<file path="config.mk">
export PLATFORM = sky130hd
export DESIGN_NAME = skt_cell
export DESIGN_NICKNAME = d
export VERILOG_FILES = /design/src/design/skt_pkg.sv /design/src/design/skt_cell.sv
export SDC_FILE = /design/constraint.sdc
export NUM_CORES = 1
export LEC_CHECK = 0
export BUFFER_PORTS_ARGS = -buffer_cell sky130_fd_sc_hd__buf_4
export CORE_MARGIN = 4
export CORE_UTILIZATION = 45
export CTS_CLUSTER_DIAMETER = 80
export DETAILED_ROUTE_END_ITERATION = 10
export PLACE_DENSITY = 0.86
export SLEW_MARGIN = 20
export SYNTH_ARGS = -nofsm -noshare
export SYNTH_HDL_FRONTEND = slang
export SYNTH_SLANG_ARGS = --single-unit
export TNS_END_PERCENT = 5
</file>
<file path="constraint.sdc">
create_clock -name clk -period 3.5 [get_ports clk]
set_input_delay 0.175 -clock clk [delete_from_list [all_inputs] [get_ports clk]]
set_output_delay 0.175 -clock clk [all_outputs]
set_load 0.01 [all_outputs]
</file>
<file path="src/design/skt_pkg.sv">
// ----------------------------------------------------------------------------
// skt_pkg: shared types and constants for the sorted key table
// Table sizes, request and status codes, and the control bundle that the
// top level broadcasts to every cell of the chain.
// ----------------------------------------------------------------------------
package skt_pkg;

	localparam int DEPTH  = 64;
	localparam int KEY_W  = 32;
	localparam int IDX_W  = $clog2(DEPTH + 1);
	localparam int CELL_W = $clog2(DEPTH);
	localparam int REQ_W  = 3;
	localparam int STAT_W = 2;

	// stream word layouts, padded to whole bytes
	localparam int S_DATA_W  = ((REQ_W + KEY_W + 7) / 8) * 8;
	localparam int KEY_LSB   = 1;
	localparam int IDX_LSB   = KEY_LSB + KEY_W;
	localparam int CNT_LSB   = IDX_LSB + IDX_W;
	localparam int STAT_LSB  = CNT_LSB + IDX_W;
	localparam int M_FIELD_W = STAT_LSB + STAT_W;
	localparam int M_DATA_W  = ((M_FIELD_W + 7) / 8) * 8;

	typedef enum logic [REQ_W-1:0] {
		REQ_INSERT = 3'd0,
		REQ_SEEK   = 3'd1,
		REQ_FIRST  = 3'd2,
		REQ_LAST   = 3'd3,
		REQ_NEXT   = 3'd4,
		REQ_PREV   = 3'd5
	} req_t;

	typedef enum logic [STAT_W-1:0] {
		STAT_OK   = 2'd0,
		STAT_FULL = 2'd1,
		STAT_RO   = 2'd2
	} status_t;

	typedef struct packed {
		logic             wr_en;
		logic [KEY_W-1:0] key;
	} cell_ctl_t;

endpackage

</file>
<file path="src/design/skt_cell.sv">
// ----------------------------------------------------------------------------
// skt_cell: one slot of the sorted key chain
// Holds one key, compares it with the broadcast key, and on insert either
// keeps its key, takes the left neighbor's key, or takes the new key.
// ----------------------------------------------------------------------------
module skt_cell (
	input  logic                       clk,
	input  skt_pkg::cell_ctl_t         ctl,
	input  logic                       occ,       // slot holds a stored key
	input  logic [skt_pkg::KEY_W-1:0]  left_key,
	input  logic                       left_ge,
	output logic [skt_pkg::KEY_W-1:0]  stored_key,
	output logic                       ge
);

	logic [skt_pkg::KEY_W-1:0] key_q;

	// empty slots count as "not less", so the first one marks the append spot
	assign ge         = occ ? (key_q >= ctl.key) : 1'b1;
	assign stored_key = key_q;

	always_ff @(posedge clk) begin
		if (ctl.wr_en && ge) begin
			key_q <= left_ge ? left_key : ctl.key;
		end
	end

endmodule

</file>
==> flow_results.org <==
** Synth
- The most common cell in the synthesized netlist is sky130_fd_sc_hd__nand2_1.
- Synth warnings :: 0
- In this run the cell area of the synthesized design comes to 0.00209 mm^2.
- Commonest cells in the netlist :: sky130_fd_sc_hd__nand2_1 (40), sky130_fd_sc_hd__o21ai_0 (37), sky130_fd_sc_hd__inv_1 (35), sky130_fd_sc_hd__edfxtp_1 (32), sky130_fd_sc_hd__ha_1 (32)
- After synthesis the netlist holds a flip-flop and latch count of 32.
- Of the post-synthesis cell area, the dominant cell type holds 0.459.
- Dividing the synthesized area by the synthesized cell count gives 9.60 um^2.
- Share of flip-flops with an asynchronous set or reset :: 0
- sky130_fd_sc_hd__edfxtp_1 takes more of the synthesized area than any other cell.
- Number of distinct library cells after synthesis :: 27
- Post-synth EDFFs :: 32
- Synthesized Nets :: 318
- Yosys attributes the largest share of cell area to sky130_fd_sc_hd__edfxtp_1 (46%), sky130_fd_sc_hd__ha_1 (19%), sky130_fd_sc_hd__o21ai_0 (8.8%).
- For this run, the leading register cell type out of synthesis is sky130_fd_sc_hd__edfxtp_1.
- The cell count after synthesis came out at 218.
- The share of the Yosys chip area taken by registers is 0.459.

** Floorplanning
- Cell Rows :: 24
- From left edge to right edge, the die measures 76.2 um.
- Core area :: 0.00441 mm^2
- Floorplan die height :: 76.2 um
- For this configuration, the core starts out at a cell density of 0.474.
- The die covers 0.00581 mm^2.
- During I/O placement, the number of pins put on the boundary was 101.

** Routing
- In the routed design, unresolved DRC markers number 0.
- Final ANT Viol Nets :: 0
- After detailed routing, the number of vias per cell comes to 5.04.
- Average detailed-routed wire length per instance :: 14.1 um
- Across all layers, the routed design uses 1881 vias.
- DRT iter0 DRCs :: 122
- The first TritonRoute pass finished after 4 iterations.
- Total length of routed wires :: 5250 um

** Timing
- RSZ-0062 raised after global routing :: no
- Measured against its own limit, the worst slew margin works out to 0.654.
- Final Critical Period :: 2680 ps
- Dividing the final minimum period by the clock period gives 0.765.
- Static timing analysis puts the maximum clock frequency at 0.373 GHz.
- Actual slew at the worst max-slew pin :: 519 ps
- Setup violations remaining at the end of the flow were counted as 0.
- Between clock sinks in the finished design, the worst skew comes to 6.21 ps.
- Setup tns final :: 0 ps
- Final hold violation count :: 0
- The count of final max-slew check failures was 0.
- Across all hold checks on the routed design, the worst slack comes to 174 ps.

** Placement
- Weighted congestion at the end of routability-driven global placement :: 0.790
- Count of placed standard cells including taps :: 365
- Port Buffer Count :: 100
- Summed over all nets, the half-perimeter wirelength after detailed placement is 4270 um.

** Clock network
- Root buffer selected by CTS :: sky130_fd_sc_hd__clkbuf_8
- The H-tree generated during clock tree synthesis spans 2 levels.
- TritonCTS built the clock tree.
- The longest clock path from root to sink contains 2 buffers.
- After clock tree synthesis, the clock-pin slew on the worst setup and hold paths is 70 ps.
- Number of clock sinks :: 32
- Number of clock buffers inserted by TritonCTS :: 5
- CTS-repair resized insts :: 0
- The number of setup buffers added after CTS is 0.
- Hold-fix buffers, CTS :: 0
- For the worst-skew pair, the clock arrives at the later sink with an insertion delay of 280 ps.

** Setup path
- At the worst endpoint, the arrival time is 2630 ps.
- The signal on the critical path passes through ha_1, nand4_2, or4_1, a221o_1, a31oi_2, o31a_1, buf_4.
- The worst setup path is of the flop to flop kind.
- The largest single stage delay on the critical path is 530 ps.
- The slowest stage of the critical path is the sky130_fd_sc_hd__or4_1 cell.
- Data required time of the critical path :: 3450 ps
- STA classifies the critical path endpoint as a flop.
- Worst Setup Start Kind :: flop
- Critical Path Fanout Max :: 22

** Cells and area
- Final design utilization :: 0.681
- The register with the most flip-flops in the layout has 32 of them.
- In the final design database the tool counted 420 nets.
- From synthesis to final layout, the design area changed by 43.5%.
- Final cell count without fillers :: 373
- Count of inserted antenna diode cells :: 0
- In the final layout, the share of cells above drive strength 1 is 0.352.
- Filler Cell Count :: 374

** Power
- The design draws 1.08 mW.
- Peak ir drop on the vdd network :: 304 uV
- Leakage power total :: 1.47 nW
- Power spread over the standard cell area amounts to 359 mW/mm^2.

** Run status
- Run status :: finished clean

** Global routing
- Total Routing Usage GR :: 0.179
- Gr ovfl total :: 0
- The via count of the first global-routing pass is 1894.
- The first global-routing pass estimated 8580 um of wire.
- The number of antenna violations at the first check in global routing is 0.
- Pin count of the biggest net entering global routing :: 64

** Worst hold path
- In this run the worst hold path is classified as input port to flop.

** Run
- Across the run, the number of max-cap violations was 0.
## power breakdown
group          leakage (nW)  total (mW)  internal, mW  switching [mW]
Clock                0.0532       0.340         0.207           0.133
Combinational          1.11       0.262         0.136           0.125
Sequential            0.308       0.478         0.462          0.0159
## final timing paths
path	startpoint	endpoint	slack [ps]	depth (start not counted)
max reg2reg	stored_key[14]$_DFFE_PP_	stored_key[28]$_DFFE_PP_	820	7
min reg2reg	stored_key[31]$_DFFE_PP_	stored_key[9]$_DFFE_PP_	1140	5
min	left_key[3]	stored_key[3]$_DFFE_PP_	170	3
max	stored_key[14]$_DFFE_PP_	stored_key[28]$_DFFE_PP_	820	7
## area by class of cell
type	instances	area, um^2	share of cell area
timing repair buffer	102	766	0.255
sequential	32	961	0.320
clock inverter	3	37.5	0.0125
multi-input combinational	144	975	0.324
inverter	35	131	0.0437
tap	52	65.1	0.0217
clock buffer	5	68.8	0.0229
## metal layers
layer	vias up	routed length [um]	GRT usage
met1	851	2170	0.206
li1	964	-	-
met5	-	0	0
met4	0	91	0.0594
met2	59	2640	0.317
met3	7	357	0.0485
## worst max-delay path, delay by kind of cell (launching register included)
| kind | cells | cell delay (ps) |
|---|---|---|
| AO/OA/AOI/OAI | 3 | 640 |
| adder cells (fa/ha/maj) | 1 | 330 |
| buffers and inverters | 1 | 310 |
| flip-flops | 1 | 400 |
| AND/OR/NAND/NOR | 2 | 660 |
## cells in the final DEF, fill, tap and decap left out, drive strengths merged
master	instances
clkbuf	5
or4	1
o21ba	1
a211oi	1
or3	2
bufinv	1
nand4	3
o21a	1
mux2	1
o31a	1
nor3	1
nand3	1
buf	102
nor2b	1
o21ai	37
and4	2
clkinv	2
a21oi	11
nand3b	1
nand2	40
a31oi	1
a221oi	1
nor2	3
ha	32
o2111ai	1
edfxtp	32
inv	35
a221o	1
## through the flow
step                      cell area (um^2)  setup WS [ps]
final                                 3000            823
after detailed placement              2900            836
after global routing                  3000            676
after global placement                2900            907
after floorplan                       2090            410
after CTS                             3000            805
## logic make-up after synthesis
| logic type | after synthesis | synth area share |
|---|---|---|
| compound gates | 56 | 0.150 |
| simple gates | 55 | 0.119 |
| buf+inv | 42 | 0.0753 |
| fa+ha+maj | 32 | 0.191 |
| flops | 32 | 0.459 |
| mux | 1 | 0.00538 |
Power figures use the tool's default switching activity.
